[config.mk]
export PLATFORM = sky130hd
export DESIGN_NAME = tftp_data_sender_retry_unit
export DESIGN_NICKNAME = d
export VERILOG_FILES = /design/src/tdsr_pkg.sv /design/src/tdsr_front.sv /design/src/tdsr_queue.sv /design/src/tdsr_back.sv /design/src/tftp_data_sender_retry_unit.sv
export SDC_FILE = /design/constraint.sdc
export NUM_CORES = 1
export LEC_CHECK = 0
export BUFFER_PORTS_ARGS = -buffer_cell sky130_fd_sc_hd__buf_4
export CAP_MARGIN = 40
export CORE_MARGIN = 1.5
export CORE_UTILIZATION = 30
export CTS_CLUSTER_DIAMETER = 50
export DETAILED_ROUTE_END_ITERATION = 8
export PLACE_DENSITY = 0.52
export SYNTH_ARGS = -nofsm -noshare
export SYNTH_HDL_FRONTEND = slang
export SYNTH_SLANG_ARGS = --single-unit
[constraint.sdc]
create_clock -name clk -period 10 [get_ports clk]
set_input_delay 2 -clock clk [delete_from_list [all_inputs] [get_ports clk]]
set_output_delay 2 -clock clk [all_outputs]
set_load 0.005 [all_outputs]
[src/tdsr_pkg.sv]
// tdsr_pkg: shared types and constants for the tftp data sender retry block
// used by the front, queue, back, top level and checker; no dependencies

package tdsr_pkg;

    localparam int LEN_W      = 10;
    localparam int BLOCK_W    = 16;
    localparam int OPCODE_W   = 16;
    localparam int RETRY_W    = 4;
    localparam int TICK_W     = 8;
    localparam int CFG_IDX_W  = 2;
    localparam int CFG_DATA_W = 8;

    localparam int QUEUE_DEPTH = 2;
    localparam int QPTR_W      = 1;
    localparam int QCNT_W      = 2;

    localparam logic [OPCODE_W-1:0] OPCODE_ACK = 16'd4;

    localparam logic [1:0] MODE_START   = 2'd0;
    localparam logic [1:0] MODE_PACKET  = 2'd1;
    localparam logic [1:0] MODE_TICK    = 2'd2;
    localparam logic [1:0] MODE_REFUSED = 2'd3;

    localparam logic [1:0] ACT_NONE       = 2'd0;
    localparam logic [1:0] ACT_SEND       = 2'd1;
    localparam logic [1:0] ACT_CLOSE      = 2'd2;
    localparam logic [1:0] ACT_SEND_CLOSE = 2'd3;

    localparam logic [CFG_IDX_W-1:0] REG_RETRY_LIMIT   = 2'd0;
    localparam logic [CFG_IDX_W-1:0] REG_RESP_TIMEOUT  = 2'd1;
    localparam logic [CFG_IDX_W-1:0] REG_TRANSFER_TIME = 2'd2;

    localparam logic [RETRY_W-1:0] RETRY_LIMIT_RST   = 4'd5;
    localparam logic [TICK_W-1:0]  RESP_TIMEOUT_RST  = 8'd5;
    localparam logic [TICK_W-1:0]  TRANSFER_TIME_RST = 8'd100;

    typedef enum logic [1:0] {
        KIND_START   = 2'd0,
        KIND_PACKET  = 2'd1,
        KIND_TICK    = 2'd2,
        KIND_REFUSED = 2'd3
    } event_kind_t;

    typedef struct packed {
        logic [1:0]          mode;
        logic [OPCODE_W-1:0] rx_opcode;
        logic [BLOCK_W-1:0]  rx_block;
        logic [LEN_W-1:0]    next_len;
    } evt_item_t;

    typedef struct packed {
        logic [1:0]         action;
        logic [BLOCK_W-1:0] send_block;
        logic [LEN_W-1:0]   send_len;
        logic               busy_res;
    } res_item_t;

    typedef struct packed {
        event_kind_t        kind;
        logic               is_ack;
        logic [BLOCK_W-1:0] rx_block;
        logic [LEN_W-1:0]   len;
    } queue_entry_t;

    typedef struct packed {
        logic [RETRY_W-1:0] retry_limit;
        logic [TICK_W-1:0]  response_timeout_ticks;
        logic [TICK_W-1:0]  transfer_time_limit;
    } cfg_t;

endpackage

[src/tdsr_front.sv]
// tdsr_front: classifies an incoming event and clamps the block length
// depends on tdsr_pkg

module tdsr_front #(
    parameter int BLOCK_BYTES = 512
) (
    input  tdsr_pkg::evt_item_t    evt,
    output tdsr_pkg::queue_entry_t entry
);
    import tdsr_pkg::*;

    localparam int CMP_W = LEN_W + 1;
    localparam logic [CMP_W-1:0] BlockBytesW = CMP_W'(BLOCK_BYTES);

    always_comb
    begin
        case (evt.mode)
            MODE_START:   entry.kind = KIND_START;
            MODE_PACKET:  entry.kind = KIND_PACKET;
            MODE_TICK:    entry.kind = KIND_TICK;
            default:      entry.kind = KIND_REFUSED;
        endcase
        entry.is_ack   = (evt.rx_opcode == OPCODE_ACK);
        entry.rx_block = evt.rx_block;
        // oversized lengths saturate to the block size
        if ({1'b0, evt.next_len} > BlockBytesW)
        begin
            entry.len = BlockBytesW[LEN_W-1:0];
        end
        else
        begin
            entry.len = evt.next_len;
        end
    end

endmodule

[src/tdsr_queue.sv]
// tdsr_queue: short fifo of classified events between front and back
// depends on tdsr_pkg

module tdsr_queue (
    input  logic                   clk,
    input  logic                   rst_n,
    input  logic                   push,
    input  tdsr_pkg::queue_entry_t push_entry,
    output logic                   full,
    input  logic                   pop,
    output logic                   not_empty,
    output tdsr_pkg::queue_entry_t head
);
    import tdsr_pkg::*;

    queue_entry_t       mem_reg [QUEUE_DEPTH];
    logic [QPTR_W-1:0]  wr_ptr_reg, wr_ptr_next;
    logic [QPTR_W-1:0]  rd_ptr_reg, rd_ptr_next;
    logic [QCNT_W-1:0]  count_reg, count_next;

    assign full      = (count_reg == QCNT_W'(QUEUE_DEPTH));
    assign not_empty = (count_reg != '0);
    assign head      = mem_reg[rd_ptr_reg];

    always_comb
    begin
        wr_ptr_next = push ? wr_ptr_reg + 1'b1 : wr_ptr_reg;
        rd_ptr_next = pop  ? rd_ptr_reg + 1'b1 : rd_ptr_reg;
        count_next  = count_reg;
        if (push && !pop)
        begin
            count_next = count_reg + 1'b1;
        end
        else if (!push && pop)
        begin
            count_next = count_reg - 1'b1;
        end
    end

    always_ff @(posedge clk or negedge rst_n)
    begin
        if (!rst_n)
        begin
            wr_ptr_reg <= '0;
            rd_ptr_reg <= '0;
            count_reg  <= '0;
        end
        else
        begin
            wr_ptr_reg <= wr_ptr_next;
            rd_ptr_reg <= rd_ptr_next;
            count_reg  <= count_next;
        end
    end

    always_ff @(posedge clk)
    begin
        if (push)
        begin
            mem_reg[wr_ptr_reg] <= push_entry;
        end
    end

endmodule

[src/tdsr_back.sv]
// tdsr_back: transfer state, retry and timeout handling, result register
// depends on tdsr_pkg

module tdsr_back #(
    parameter int BLOCK_BYTES = 512
) (
    input  logic                   clk,
    input  logic                   rst_n,
    input  tdsr_pkg::cfg_t         cfg,
    input  logic                   q_not_empty,
    input  tdsr_pkg::queue_entry_t q_head,
    output logic                   q_pop,
    output logic                   res_valid,
    input  logic                   res_stall,
    output tdsr_pkg::res_item_t    res
);
    import tdsr_pkg::*;

    localparam int CMP_W = LEN_W + 1;
    localparam logic [CMP_W-1:0] BlockBytesW = CMP_W'(BLOCK_BYTES);
    localparam logic [TICK_W-1:0] TickMax = '1;

    logic               active_reg, active_next;
    logic [BLOCK_W-1:0] block_reg, block_next;
    logic [RETRY_W-1:0] retry_reg, retry_next;
    logic [LEN_W-1:0]   len_reg, len_next;
    logic [TICK_W-1:0]  wait_reg, wait_next;
    logic [TICK_W-1:0]  elapsed_reg, elapsed_next;
    logic               res_valid_reg, res_valid_next;
    res_item_t          res_reg, res_new;

    logic               send_now, fail;
    logic [1:0]         action;
    logic [RETRY_W-1:0] retry_inc;
    logic [TICK_W-1:0]  wait_inc, elapsed_inc;

    assign q_pop     = q_not_empty && (!res_valid_reg || !res_stall);
    assign res_valid = res_valid_reg;
    assign res       = res_reg;

    always_comb
    begin
        active_next  = active_reg;
        block_next   = block_reg;
        retry_next   = retry_reg;
        len_next     = len_reg;
        wait_next    = wait_reg;
        elapsed_next = elapsed_reg;
        action       = ACT_NONE;
        send_now     = 1'b0;
        fail         = 1'b0;
        retry_inc    = retry_reg + 1'b1;
        wait_inc     = (wait_reg == TickMax) ? wait_reg : wait_reg + 1'b1;
        elapsed_inc  = (elapsed_reg == TickMax) ? elapsed_reg : elapsed_reg + 1'b1;

        case (q_head.kind)
            KIND_START:
            begin
                active_next  = 1'b1;
                block_next   = BLOCK_W'(1);
                retry_next   = '0;
                elapsed_next = '0;
                len_next     = q_head.len;
                send_now     = 1'b1;
            end
            KIND_PACKET:
            begin
                if (active_reg)
                begin
                    if (!q_head.is_ack || (q_head.rx_block < block_reg))
                    begin
                        fail = 1'b1;
                    end
                    else if ({1'b0, len_reg} < BlockBytesW)
                    begin
                        // short block acknowledged: transfer done
                        active_next = 1'b0;
                        action      = ACT_CLOSE;
                    end
                    else
                    begin
                        block_next = block_reg + 1'b1;
                        retry_next = '0;
                        len_next   = q_head.len;
                        send_now   = 1'b1;
                    end
                end
            end
            KIND_TICK:
            begin
                if (active_reg)
                begin
                    elapsed_next = elapsed_inc;
                    wait_next    = wait_inc;
                    fail         = (wait_inc >= cfg.response_timeout_ticks);
                end
            end
            KIND_REFUSED:
            begin
                if (active_reg)
                begin
                    active_next = 1'b0;
                    action      = ACT_CLOSE;
                end
            end
            default:
            begin
                action = ACT_NONE;
            end
        endcase

        if (fail)
        begin
            retry_next = retry_inc;
            if (retry_inc < cfg.retry_limit)
            begin
                send_now = 1'b1;
            end
            else
            begin
                active_next = 1'b0;
                action      = ACT_CLOSE;
            end
        end

        if (send_now)
        begin
            wait_next = '0;
            if (elapsed_next > cfg.transfer_time_limit)
            begin
                active_next = 1'b0;
                action      = ACT_SEND_CLOSE;
            end
            else
            begin
                action = ACT_SEND;
            end
        end

        res_new.action     = action;
        res_new.send_block = send_now ? block_next : '0;
        res_new.send_len   = send_now ? len_next : '0;
        res_new.busy_res   = active_next;

        res_valid_next = q_pop || (res_valid_reg && res_stall);
    end

    always_ff @(posedge clk or negedge rst_n)
    begin
        if (!rst_n)
        begin
            active_reg    <= 1'b0;
            block_reg     <= BLOCK_W'(1);
            retry_reg     <= '0;
            len_reg       <= '0;
            wait_reg      <= '0;
            elapsed_reg   <= '0;
            res_valid_reg <= 1'b0;
        end
        else
        begin
            res_valid_reg <= res_valid_next;
            if (q_pop)
            begin
                active_reg  <= active_next;
                block_reg   <= block_next;
                retry_reg   <= retry_next;
                len_reg     <= len_next;
                wait_reg    <= wait_next;
                elapsed_reg <= elapsed_next;
            end
        end
    end

    always_ff @(posedge clk)
    begin
        if (q_pop)
        begin
            res_reg <= res_new;
        end
    end

endmodule

[src/tftp_data_sender_retry_unit.sv]
// path: an event transaction is written into the queue entry, then popped into the result
// register, which drives the result channel
// throughput: one event transaction per cycle, one queue entry retired per cycle unless
// the result is held; the event side stalls only while the two-entry queue is full
// reset (rst_n low, asynchronous): idle, block 1, counters zero, queue and result empty,
// registers back to retry limit 5, response timeout 5, transfer time limit 100
// depends on tdsr_pkg, tdsr_front, tdsr_queue, tdsr_back

module tftp_data_sender_retry_unit #(
    parameter int BLOCK_BYTES = 512
) (
    input  logic                                clk,
    input  logic                                rst_n,
    // event channel
    input  logic                                evt_valid,
    output logic                                evt_stall,
    input  tdsr_pkg::evt_item_t                 evt,
    // result channel
    output logic                                res_valid,
    input  logic                                res_stall,
    output tdsr_pkg::res_item_t                 res,
    // register write channel
    input  logic                                cfg_valid,
    output logic                                cfg_ready,
    input  logic [tdsr_pkg::CFG_IDX_W-1:0]      cfg_index,
    input  logic [tdsr_pkg::CFG_DATA_W-1:0]     cfg_data
);
    import tdsr_pkg::*;

    cfg_t         cfg_reg, cfg_next;
    queue_entry_t front_entry;
    queue_entry_t q_head;
    logic         q_full;
    logic         q_not_empty;
    logic         q_pop;
    logic         q_push;

    // register writes are always taken; no handshake back-pressure
    assign cfg_ready = 1'b1;

    always_comb
    begin
        cfg_next = cfg_reg;
        if (cfg_valid && cfg_ready)
        begin
            case (cfg_index)
                REG_RETRY_LIMIT:   cfg_next.retry_limit = cfg_data[RETRY_W-1:0];
                REG_RESP_TIMEOUT:  cfg_next.response_timeout_ticks = cfg_data;
                REG_TRANSFER_TIME: cfg_next.transfer_time_limit = cfg_data;
                default:           cfg_next = cfg_reg; // unmapped index, ignored
            endcase
        end
    end

    always_ff @(posedge clk or negedge rst_n)
    begin
        if (!rst_n)
        begin
            cfg_reg.retry_limit            <= RETRY_LIMIT_RST;
            cfg_reg.response_timeout_ticks <= RESP_TIMEOUT_RST;
            cfg_reg.transfer_time_limit    <= TRANSFER_TIME_RST;
        end
        else
        begin
            cfg_reg <= cfg_next;
        end
    end

    // front end: decode mode, flag acks, clamp the length
    tdsr_front #(
        .BLOCK_BYTES (BLOCK_BYTES)
    ) u_front (
        .evt   (evt),
        .entry (front_entry)
    );

    // stall comes straight from the queue fill level, never from evt_valid
    assign evt_stall = q_full;
    assign q_push    = evt_valid && !q_full;

    tdsr_queue u_queue (
        .clk        (clk),
        .rst_n      (rst_n),
        .push       (q_push),
        .push_entry (front_entry),
        .full       (q_full),
        .pop        (q_pop),
        .not_empty  (q_not_empty),
        .head       (q_head)
    );

    // back end: one state update per entry, registered result with hold on stall
    tdsr_back #(
        .BLOCK_BYTES (BLOCK_BYTES)
    ) u_back (
        .clk         (clk),
        .rst_n       (rst_n),
        .cfg         (cfg_reg),
        .q_not_empty (q_not_empty),
        .q_head      (q_head),
        .q_pop       (q_pop),
        .res_valid   (res_valid),
        .res_stall   (res_stall),
        .res         (res)
    );

endmodule

Word level (Yosys, flattened, before mapping):

Memory sizes are Yosys's and may differ from the RTL's.
Cells that the tools add are included.

* $add $sub $neg: 8
* reduce and logical (&&, ||, !) cells: 27
* order comparisons: 6
* equal/unequal tests: 14
* mux-type cells: 52

Operators by type and width (count)
* two-way mux 16 bit: 3
* two-way mux 8 bit: 6
* two-way mux 10 bit: 4
* one-hot mux 16 bit (2 select lines): 1
* two-way mux 2 bit: 10
* one-hot mux 10 bit (2 select lines): 1
* adder 16 x 1 -> 16 bit, second input constant: 1
* adder 8 x 1 -> 8 bit, second input constant: 2
* == test 16 x 3 -> 1 bit, second input constant: 1
* == test 8 bit, second input constant: 2
* less-than comparator 16 bit: 1
* two-way mux 1 bit: 16
* two-way mux 4 bit: 4
* one-hot mux 8 bit (2 select lines): 1
* == test 2 bit, second input constant: 5
* > comparator 10 bit, second input constant: 1
* less-than comparator 10 bit, second input constant: 1
* >= comparator 8 bit: 1
* > comparator 8 bit: 1
* one-hot mux 4 bit (2 select lines): 1
* nonzero test 2 bit: 4
* == test 2 x 1 -> 1 bit, second input constant: 3
* zero test 1 bit: 6
* zero test 2 bit: 3
* 17 further kinds: 28

* flip-flop bits (word level): 101
* bits in writable memories: 58
* memories: 1
* output and inout port bits: 32
* word-level logic and storage cells: 125

Memory list
* u_queue.mem_reg: words 2, bits a word 29, read ports 1, clocked after Yosys merged registers in 0, write ports 1, RTL line tdsr_queue.sv:16 `queue_entry_t mem_reg [QUEUE_DEPTH];`

Logic depth before layout (Yosys ltp):

Gate-level depths: netlist (run 1).
An unclocked memory read counts as a cell.

* word-level depth: 10
* depth in mapped cells: 17

Cells and area by module:

A second synthesis (run 1) with hierarchy kept.

* cell total of the unflattened synthesis: 761
* area, all modules: 8587.0 sq um

Modules (own cells, without submodules)
* tdsr_back: seq. area each 2073.2 sq um, times used 1, area each 5170.0 sq um, cells an instance 576
* tdsr_queue: seq. area each 1841.8 sq um, times used 1, area each 2399.8 sq um, cells an instance 106
* tftp_data_sender_retry_unit: seq. area each 509.2 sq um, times used 1, area each 793.3 sq um, cells an instance 46
* tdsr_front: seq. area each 0.0 sq um, times used 1, area each 224.0 sq um, cells an instance 33

Worst setup path before layout (run 1):

Ideal clock, no wire load.

* path kind: reg2reg
* start point: reg u_queue.rd_ptr_reg
* end point: reg u_back.res_reg (netlist bit u_back.res[28]) (data pin)
* path slack: 5.820 ns
* arrival time: 3.918 ns
* period minus slack after synthesis: 4.180 ns
* cell stages (with the launch flop): 14
* path through: dfrtp_1 -> buf_1 -> clkbuf_1 -> buf_1 -> mux2_2 -> ha_1 -> and4_1 -> a221oi_2 -> a21bo_2 -> o2111ai_2 -> and2_1 -> buf_2 -> inv_2 -> mux2_1

* cells in the longest elaborated chain, start to end: 9

RTL lines
* start: declaration: RTL line tdsr_queue.sv:18 `logic [QPTR_W-1:0] rd_ptr_reg, rd_ptr_next;`
* start signal: assignment: RTL line tdsr_queue.sv:51 `rd_ptr_reg <= rd_ptr_next;`
* memory read (2 x 29 bit) (*)
* less-than comparator 16 bit or zero test 1 bit (tied branches): RTL line tdsr_back.sv:70 `if (!q_head.is_ack || (q_head.rx_block < block_reg))`
* logical OR 1 bit: RTL line tdsr_back.sv:70
* two-way mux 2 bit or two-way mux 1 bit (tied branches): RTL line tdsr_back.sv:70
* two-way mux 2 bit or two-way mux 1 bit (tied branches): RTL line tdsr_back.sv:68 `if (active_reg)`
* one-hot mux 2 bit (2 select lines) or one-hot mux 1 bit (2 select lines) (tied branches): RTL line tdsr_back.sv:56 `case (q_head.kind)`
* two-way mux 2 bit or two-way mux 1 bit (tied branches): RTL line tdsr_back.sv:115 `if (retry_inc < cfg.retry_limit)`
* two-way mux 2 bit or two-way mux 1 bit (tied branches): RTL line tdsr_back.sv:112 `if (fail)`
* two-way mux 2 bit (*): RTL line tdsr_back.sv:126 `if (send_now)`
* named net u_back.action[1]: RTL line tdsr_back.sv:33 `logic [1:0] action;`
* end signal: assignment: RTL line tdsr_back.sv:179 `res_reg <= res_new;`
* end: declaration: RTL line tdsr_back.sv:30 `res_item_t res_reg, res_new;`

Mark *: on every way through the listed nets, which the timed path passes. The rest lies on a longest branch.
A chain may end at the register's enable or synchronous reset.

Worst setup path in the final report (run 1):

Ends and elaborated chain as after synthesis.

==> results of run 1 <==
## metal layers
| layer | global-route usage (%) | part of all wire, % | vias to the layer above |
|---|---|---|---|
| met4 | 5.22 | 1.8 | 0 |
| met2 | 22.7 | 49 | 102 |
| met3 | 3.04 | 3.4 | 22 |
| met1 | 17.8 | 46 | 2722 |
| li1 | - | - | 2770 |
| met5 | 0 | 0 | - |
## kinds of logic (layout without fill, tap and decap cells)
kind of cell,count (synthesis),in the layout,synth area share (%)
XOR/XNOR,13,13,1.42
AND/OR/NAND/NOR,220,220,13.1
other,1,1,0.0467
AO/OA/AOI/OAI,142,142,12.1
buffers and inverters,69,174,3.33
multiplexers,60,60,8.05
flip-flops,159,159,55.1
adder cells (fa/ha/maj),44,44,6.85
## worst register-to-register path: stages (launching register included)
cell and delay (ps):
dfrtp_1 780, buf_4 400, mux2i_1 590, inv_1 230, ha_1 310, nand4_1 200, a21oi_1 80, nor2_1 630
and2_1 630, inv_2 240, mux2_1 360
## final cells by class
cell class              count  area [sq um]  area share, %
clock buffers              23           520           5.36
clock inverters             9          68.8          0.708
inverters                  43           161           1.66
multi-input cells         480          3350           34.5
flip-flops and latches    159          4420           45.5
well taps                 335           419           4.31
repair buffers             99           771           7.93
## power groups by stage
stage	Combinational [mW]	Clock, mW	Sequential [mW]
after floorplan	0.530	0	0.974
after global placement	0.782	0	1.01
after detailed placement	0.805	0	1.01
after CTS	0.810	0.655	0.998
after global routing	0.896	0.684	1.01
final	0.794	0.640	0.993
## per-stage QoR
step	instances	power, mW	util [%]	instance area (sq um)	hold slack (ps)
2_1_floorplan	708	1.50	-	8040	450
3_3_place_gp	1112	1.79	34.6	9070	466
3_5_place_dp	1116	1.81	34.8	9130	471
4_1_cts	1148	2.46	37.1	9710	480
5_1_grt	1148	2.59	37.1	9710	493
6_report	1148	2.43	37.1	9710	479
## path summary, 6_finish.rpt
path	slack, ps	from	to	cells past startpoint
setup / recovery	5300	u_queue.rd_ptr_reg	u_back.res[28]	10
hold / removal	480	u_back.block_reg[15]	u_back.block_reg[15]	1
setup reg to reg	5300	u_queue.rd_ptr_reg	u_back.res[28]	10
hold reg to reg	480	u_back.block_reg[15]	u_back.block_reg[15]	1
max in group asynchronous	7840	rst_n	cfg_reg[16]	2
min in group asynchronous	1520	rst_n	u_back.block_reg[14]	1
## layout by cell type (no fill, tap or decap), types with 22 or more instances in the layout
| cell | instances |
|---|---|
| edfxtp_1 | 87 |
| o21ai_0 | 27 |
| nand2_1 | 66 |
| mux2_2 | 36 |
| a21oi_1 | 36 |
| ha_1 | 44 |
| mux2i_1 | 23 |
| nor2_1 | 54 |
| nand3_1 | 22 |
| buf_4 | 97 |
| dfrtp_1 | 64 |
| inv_1 | 41 |
==> results.md, run 1 <==
- Status: finished, violations left
- Failing checks: DRC
- Synth warn: 0
- Final HPWL DP: around 13 mm
- Die ar.: 27800 sq um
- Layout cells sized above 1: 23.1%
- Vias per inst: roughly 5
- Global-route wire length before repair: 29.6 mm
- Combinational share of power: 32.7%
- Synthesized area per cell: 11.3 sq um
- Crit-path cells: buf_4, mux2i_1, inv_1, ha_1, nand4_1, a21oi_1, nor2_1, and2_1, inv_2, mux2_1
- Core Region: 26200 sq um
- Worst Skew: between 9 and 10 ps
- Area leader, netlist: edfxtp_1
- Remaining DRCs: 5
- Most frequent cell after synthesis: edfxtp_1
- Int Power: 1.60 mW
- Post-synthesis register bit count: 159
- Switching part of the total: 34.2%
- Starting DRC count in detailed routing: 413
- Die X: 167 microns
- Clock-pin slew on the worst setup and hold paths: 60 ps
- CP peak stage delay: between 700 and 800 ps
- Setup WS pre-CTS: 5190 ps
- Worst setup EP type: flip-flop
- Setup Fix Bufs, Post-CTS: 0
- WP data arrival: 4880 ps
- Min Tclk post-route: between 4000 and 5000 ps
- Mapped cell area: 8040 sq um
- Die height: 167 microns
- Worst-Skew Late Latency: 430 ps
- Library cells used by synthesis: 58
- Synth Net Count: 811
- Register area share after synthesis: 55.1%
- Io pins: 91
- Final setup fails: 0
- Max FFs per register: 58
- Root Driver: clkbuf_16
- Area Growth Syn to Fin: 20.9%
- RD Place Congestion: 0.807
- ANT nets after route: 0
- Hold violation total from the final report: 0
- EDFF count, synth: 87
- Synth async-reset ratio: 45.3%
- Cell Rows: 59
- Critical path class: flip-flop to flip-flop
- Clock tree buffer depth: 2
- Fin crit share: 47.0%
- DRT Pass-1 Iters: 7
- F_max: 213 MHz
- Power Density: approximately 250 nW/um^2
- Slew @ Worst Pin: 790 ps
- Worst vdd ir: between 0.15 and 0.2 mV
- # fillers: roughly 2600
- Data required, critical path: 10180 ps
- Synth area leaders: edfxtp_1 33%, dfrtp_1 20%, ha_1 6.9%
- Initial antenna violation count: 0
- Global route total overflow: 0
- Via Count: roughly 5600
- Clock power frac: a little over a quarter
- Leakage: 4.08 nW
- Max FO, Critical Path: 17
- Port bufs: 89
- Fin worst setup slack: 5300 ps
- CTS tree: done
- Maxcap violations: 0
- Top FF cell, synth: edfxtp_1
- Final net count: 903
- GRT Total Usage: ~14%
- Synth top cells by count: 87 x edfxtp_1, 66 x nand2_1, 64 x dfrtp_1
- RSZ-0062 raised after global routing: false
- Initial Util: 30.7%
- Final WL: 18.4 mm
- Reg power frac: 40.9%
- HP Class: flip-flop to flip-flop
- Psw: slightly above 800 uW
- Cell family with most CP delay: simple AND/OR/NAND/NOR gates
- Vias in the first global route: between 5000 and 6000
- Sinks on Clock Net: about 160
- Clock buffer count from CTS: 17
- Worst Path Buf+Inv: 3
- TNS Setup: 0 ps
- Drt wl/cell: 16.0 microns
- Largest net degree at the start of global routing: 51
- H-Tree Depth: 4
- Top cell type's share of synthesized area: 32.5%
- Synth Instances: 708
- Max-slew violation count: 0
- Diode count: 0
- Worst Setup Start Kind: flip-flop
- Max stage delay cell, worst path: dfrtp_1
- CTS Hold Bufs: 0
- CTS resizes: 0
- Slew margin rel.: 47.1%
(Power assumes the default switching activity.)
==> inputs of run 2 (changes only) <==
--- a/config.mk
+++ b/config.mk
@@ -5,13 +5,14 @@
 export SDC_FILE = /design/constraint.sdc
 export NUM_CORES = 1
 export LEC_CHECK = 0
+export ABC_AREA = 1
 export BUFFER_PORTS_ARGS = -buffer_cell sky130_fd_sc_hd__buf_4
 export CAP_MARGIN = 40
 export CORE_MARGIN = 1.5
 export CORE_UTILIZATION = 30
 export CTS_CLUSTER_DIAMETER = 50
 export DETAILED_ROUTE_END_ITERATION = 8
-export PLACE_DENSITY = 0.52
+export PLACE_DENSITY = 0.51
 export SYNTH_ARGS = -nofsm -noshare
 export SYNTH_HDL_FRONTEND = slang
 export SYNTH_SLANG_ARGS = --single-unit
==> constraint.sdc (replaced) <==
create_clock -name clk -period 4.7 [get_ports clk]
set_input_delay 0.94 -clock clk [delete_from_list [all_inputs] [get_ports clk]]
set_output_delay 0.94 -clock clk [all_outputs]
set_load 0.005 [all_outputs]
==> results.md, run 2 <==
- Post-Layout Cell Count: 1374
- Setup Fix Bufs, Post-CTS: 0
- HP Class: primary input to asynchronous set/reset pin
- Slew margin rel.: 52.4%
- RD Place Congestion: roughly 0.77
- EDFF count, synth: 87
- Global route total overflow: 0
- WP data arrival: approximately 3800 ps
- Die height: 169 microns
- Worst Skew: 10.5 ps
- ANT nets after route: 0
- Commonest non-fill, non-tap cell in the layout: nand2_1
- Final net count: 1123
- Synth area leaders: edfxtp_1 32%, dfrtp_1 19%, nand2_1 13%
- GRT Total Usage: 14.2%
- TNS Setup: 0 ps
- Largest family of logic cells by synthesized area: simple AND/OR/NAND/NOR gates
- Combinational share of power: around 36%
- Cells after DPL: ~1300
- Synthesized area per cell: 8.85 sq um
- Die X: 169 microns
- Vias in the first global route: 6153
- Starting DRC count in detailed routing: 439
- Fin crit share: 77.8%
- CTS Hold Bufs: 0
- Root Driver: clkbuf_16
- Diode count: 0
- Finished Cell Area: 9880 sq um
- Reg2reg end: u_back.res[13]
- DRT Pass-1 Iters: 6
- Vias per inst: ~4.5
- Leakage: 4.52 nW
- Int Power: around 3.3 mW
- Via Count: 6230
- Critical path class: flip-flop to flip-flop
- Worst-Skew Late Latency: approximately 430 ps
- Remaining DRCs: 0
- Max FO, Critical Path: 21
- Clock buffer count from CTS: 17
- Worst setup EP type: flip-flop
- CP peak stage delay: 400 ps
- Cell Rows: 60
- Power Density: 553 nW/um^2
- Clock-pin slew on the worst setup and hold paths: about 70 ps
- Max FFs per register: between 50 and 60
- Post-synthesis mux area share: 0.122%
- Top cell type's share of synthesized area: about a third
- Register area share after synthesis: 53.8%
- H-Tree Depth: 4
- Core Region: 27000 sq um
- Worst r2r src: u_back.wait_reg[0]
- Post-DP Area: around 9300 sq um
- F_max: roughly 270 MHz
- Max-slew violation count: 0
- Synth Area in Compound Gates: around 8%
- Most frequent cells in the layout: 278 x nand2_1, 118 x inv_1, 95 x buf_4
- Reg power frac: between 30% and 40%
- Library cells used by synthesis: 43
- Initial Util: 30.5%
- Worst Setup Start Kind: flip-flop
- Crit-path cells: ha_1, nand4_1, nor2_1, inv_1, nand3_1, xor2_1, inv_1, ha_1, a21oi_1, nor2_1, a211oi_1, nand4_1, nand2_1, inv_1, nand3_2, nand2_4, inv_2, nor2_1
- RSZ-0062 raised after global routing: false
- Switching part of the total: 39.5%
- CTS resizes: 0
- Final setup fails: 0
- Die ar.: 28400 sq um
- Final HPWL DP: 13.8 mm
- Initial antenna violation count: 0
- Synth top cells by count: 278 x nand2_1, 119 x inv_1, 87 x edfxtp_1
- Top FF cell, synth: edfxtp_1
- Synth warn: 0
- Mapped cell area: between 8000 and 9000 sq um
- Post-Synth Simple-Gate Area: a little under a quarter
- Sinks on Clock Net: 159
- Layout cells sized above 1: 15.8%
- Largest net degree at the start of global routing: 38
- Area Growth Syn to Fin: 20.1%
- Post-synthesis register bit count: between 150 and 200
- Io pins: 91
- Port bufs: 89
- Maxcap violations: 0
- Psw: around 2.2 mW
- Synth Area in Adders: 6.69%
- Xor/xnor cell area share of the yosys netlist: 1.17%
- Area leader, netlist: edfxtp_1
- Data required, critical path: 4860 ps
- Status: complete, no violations
- Synth Instances: a little over 900
- Synth Net Count: 1033
- Clock power frac: 25.5%
- Slew @ Worst Pin: 711 ps
- Global-route wire length before repair: 31.8 mm
- Final WL: approximately 19 mm
- Synth async-reset ratio: 45.3%
- Worst vdd ir: 0.336 mV
- Clock tree buffer depth: 2
- Register-to-Register Path Depth: 18
- Hold violation total from the final report: 0
- Max stage delay cell, worst path: dfrtp_1
- CTS tree: done
- Most frequent cell after synthesis: nand2_1
- Min Tclk post-route: approximately 3700 ps
- Register-to-Register Setup Slack: 1040 ps
- Drt wl/cell: 14.0 microns
[run 2: cell types whose count changed in the layout (fill, tap and decap cells not counted), sizes merged, moves of 10 or more]
cell / change
nand2: +218
inv: +83
mux2: -37
o21ai: +33
nand3: +31
mux2i: -22
nor2b: -12
a21oi: -10
o211a: -10
o22ai: +10
[run 2: layout make-up]
class | instances | area (sq um)
Clock buffer | 17 | 425
Tap cell | 341 | 427
Fill cell | 2735 | 17100
Multi-Input combinational cell | 622 | 3230
Inverter | 124 | 465
Sequential cell | 159 | 4420
Clock inverter | 15 | 175
Timing Repair Buffer | 96 | 733
[run 2: power groups by stage]
stage,sequential (mW),clock (mW),combinational (mW)
after global placement,2.14,0,1.97
after floorplan,2.07,0,1.34
after CTS,2.11,1.42,2.01
final,2.10,1.39,1.97
after global routing,2.15,1.47,2.26
after detailed placement,2.13,0,2.00
[run 2: per-layer routing]
metal	vias up	wire (microns)	track usage (%)
met5	-	0	0
met4	0	159	3.42
met3	12	667	3.11
met2	103	8870	23.2
met1	2863	9610	19.3
li1	3252	-	-
[run 2: worst max-delay path by stage]
stage	slack, ps	startpoint	depth (start not counted)	to
final	1040	u_back.wait_reg[0]	18	u_back.res[13]
after global routing	650	u_back.wait_reg[0]	18	u_back.res[13]
after CTS	1040	u_back.wait_reg[0]	18	u_back.res[14]
after detailed placement	1070	u_back.wait_reg[0]	18	u_back.res[13]
after global placement	1110	u_back.wait_reg[0]	18	u_back.res[14]
after floorplan	1740	u_queue.rd_ptr_reg	20	u_back.res[17]
[run 2: kinds of logic (layout without fill, tap and decap cells)]
kind of cell             after synthesis  after routing
multiplexers                           1              1
flip-flops                           159            159
XOR/XNOR                              11             11
AO/OA/AOI/OAI                        122            122
buffers and inverters                149            252
adder cells (fa/ha/maj)               44             44
other                                  1              1
AND/OR/NAND/NOR                      443            443
[run 2: critical path, delay by kind of cell (launching register included)]
family | cells | cell delay [ps]
AOI/OAI and AO/OA | 2 | 410
xor gates and xnor gates | 1 | 150
adders and majority gates | 2 | 510
buffers and inverters | 4 | 700
DFF | 1 | 400
and+or+nand+nor | 9 | 1220
[run 2: metrics by stage]
step	power [mW]	util, %	hold slack, ps	setup WS, ps
finish	5.46	36.7	483	1040
global route	5.88	36.7	505	652
CTS	5.54	36.7	492	1040
detailed placement	4.13	34.4	474	1070
global placement	4.11	34.4	469	1110
floorplan	3.41	-	453	1740
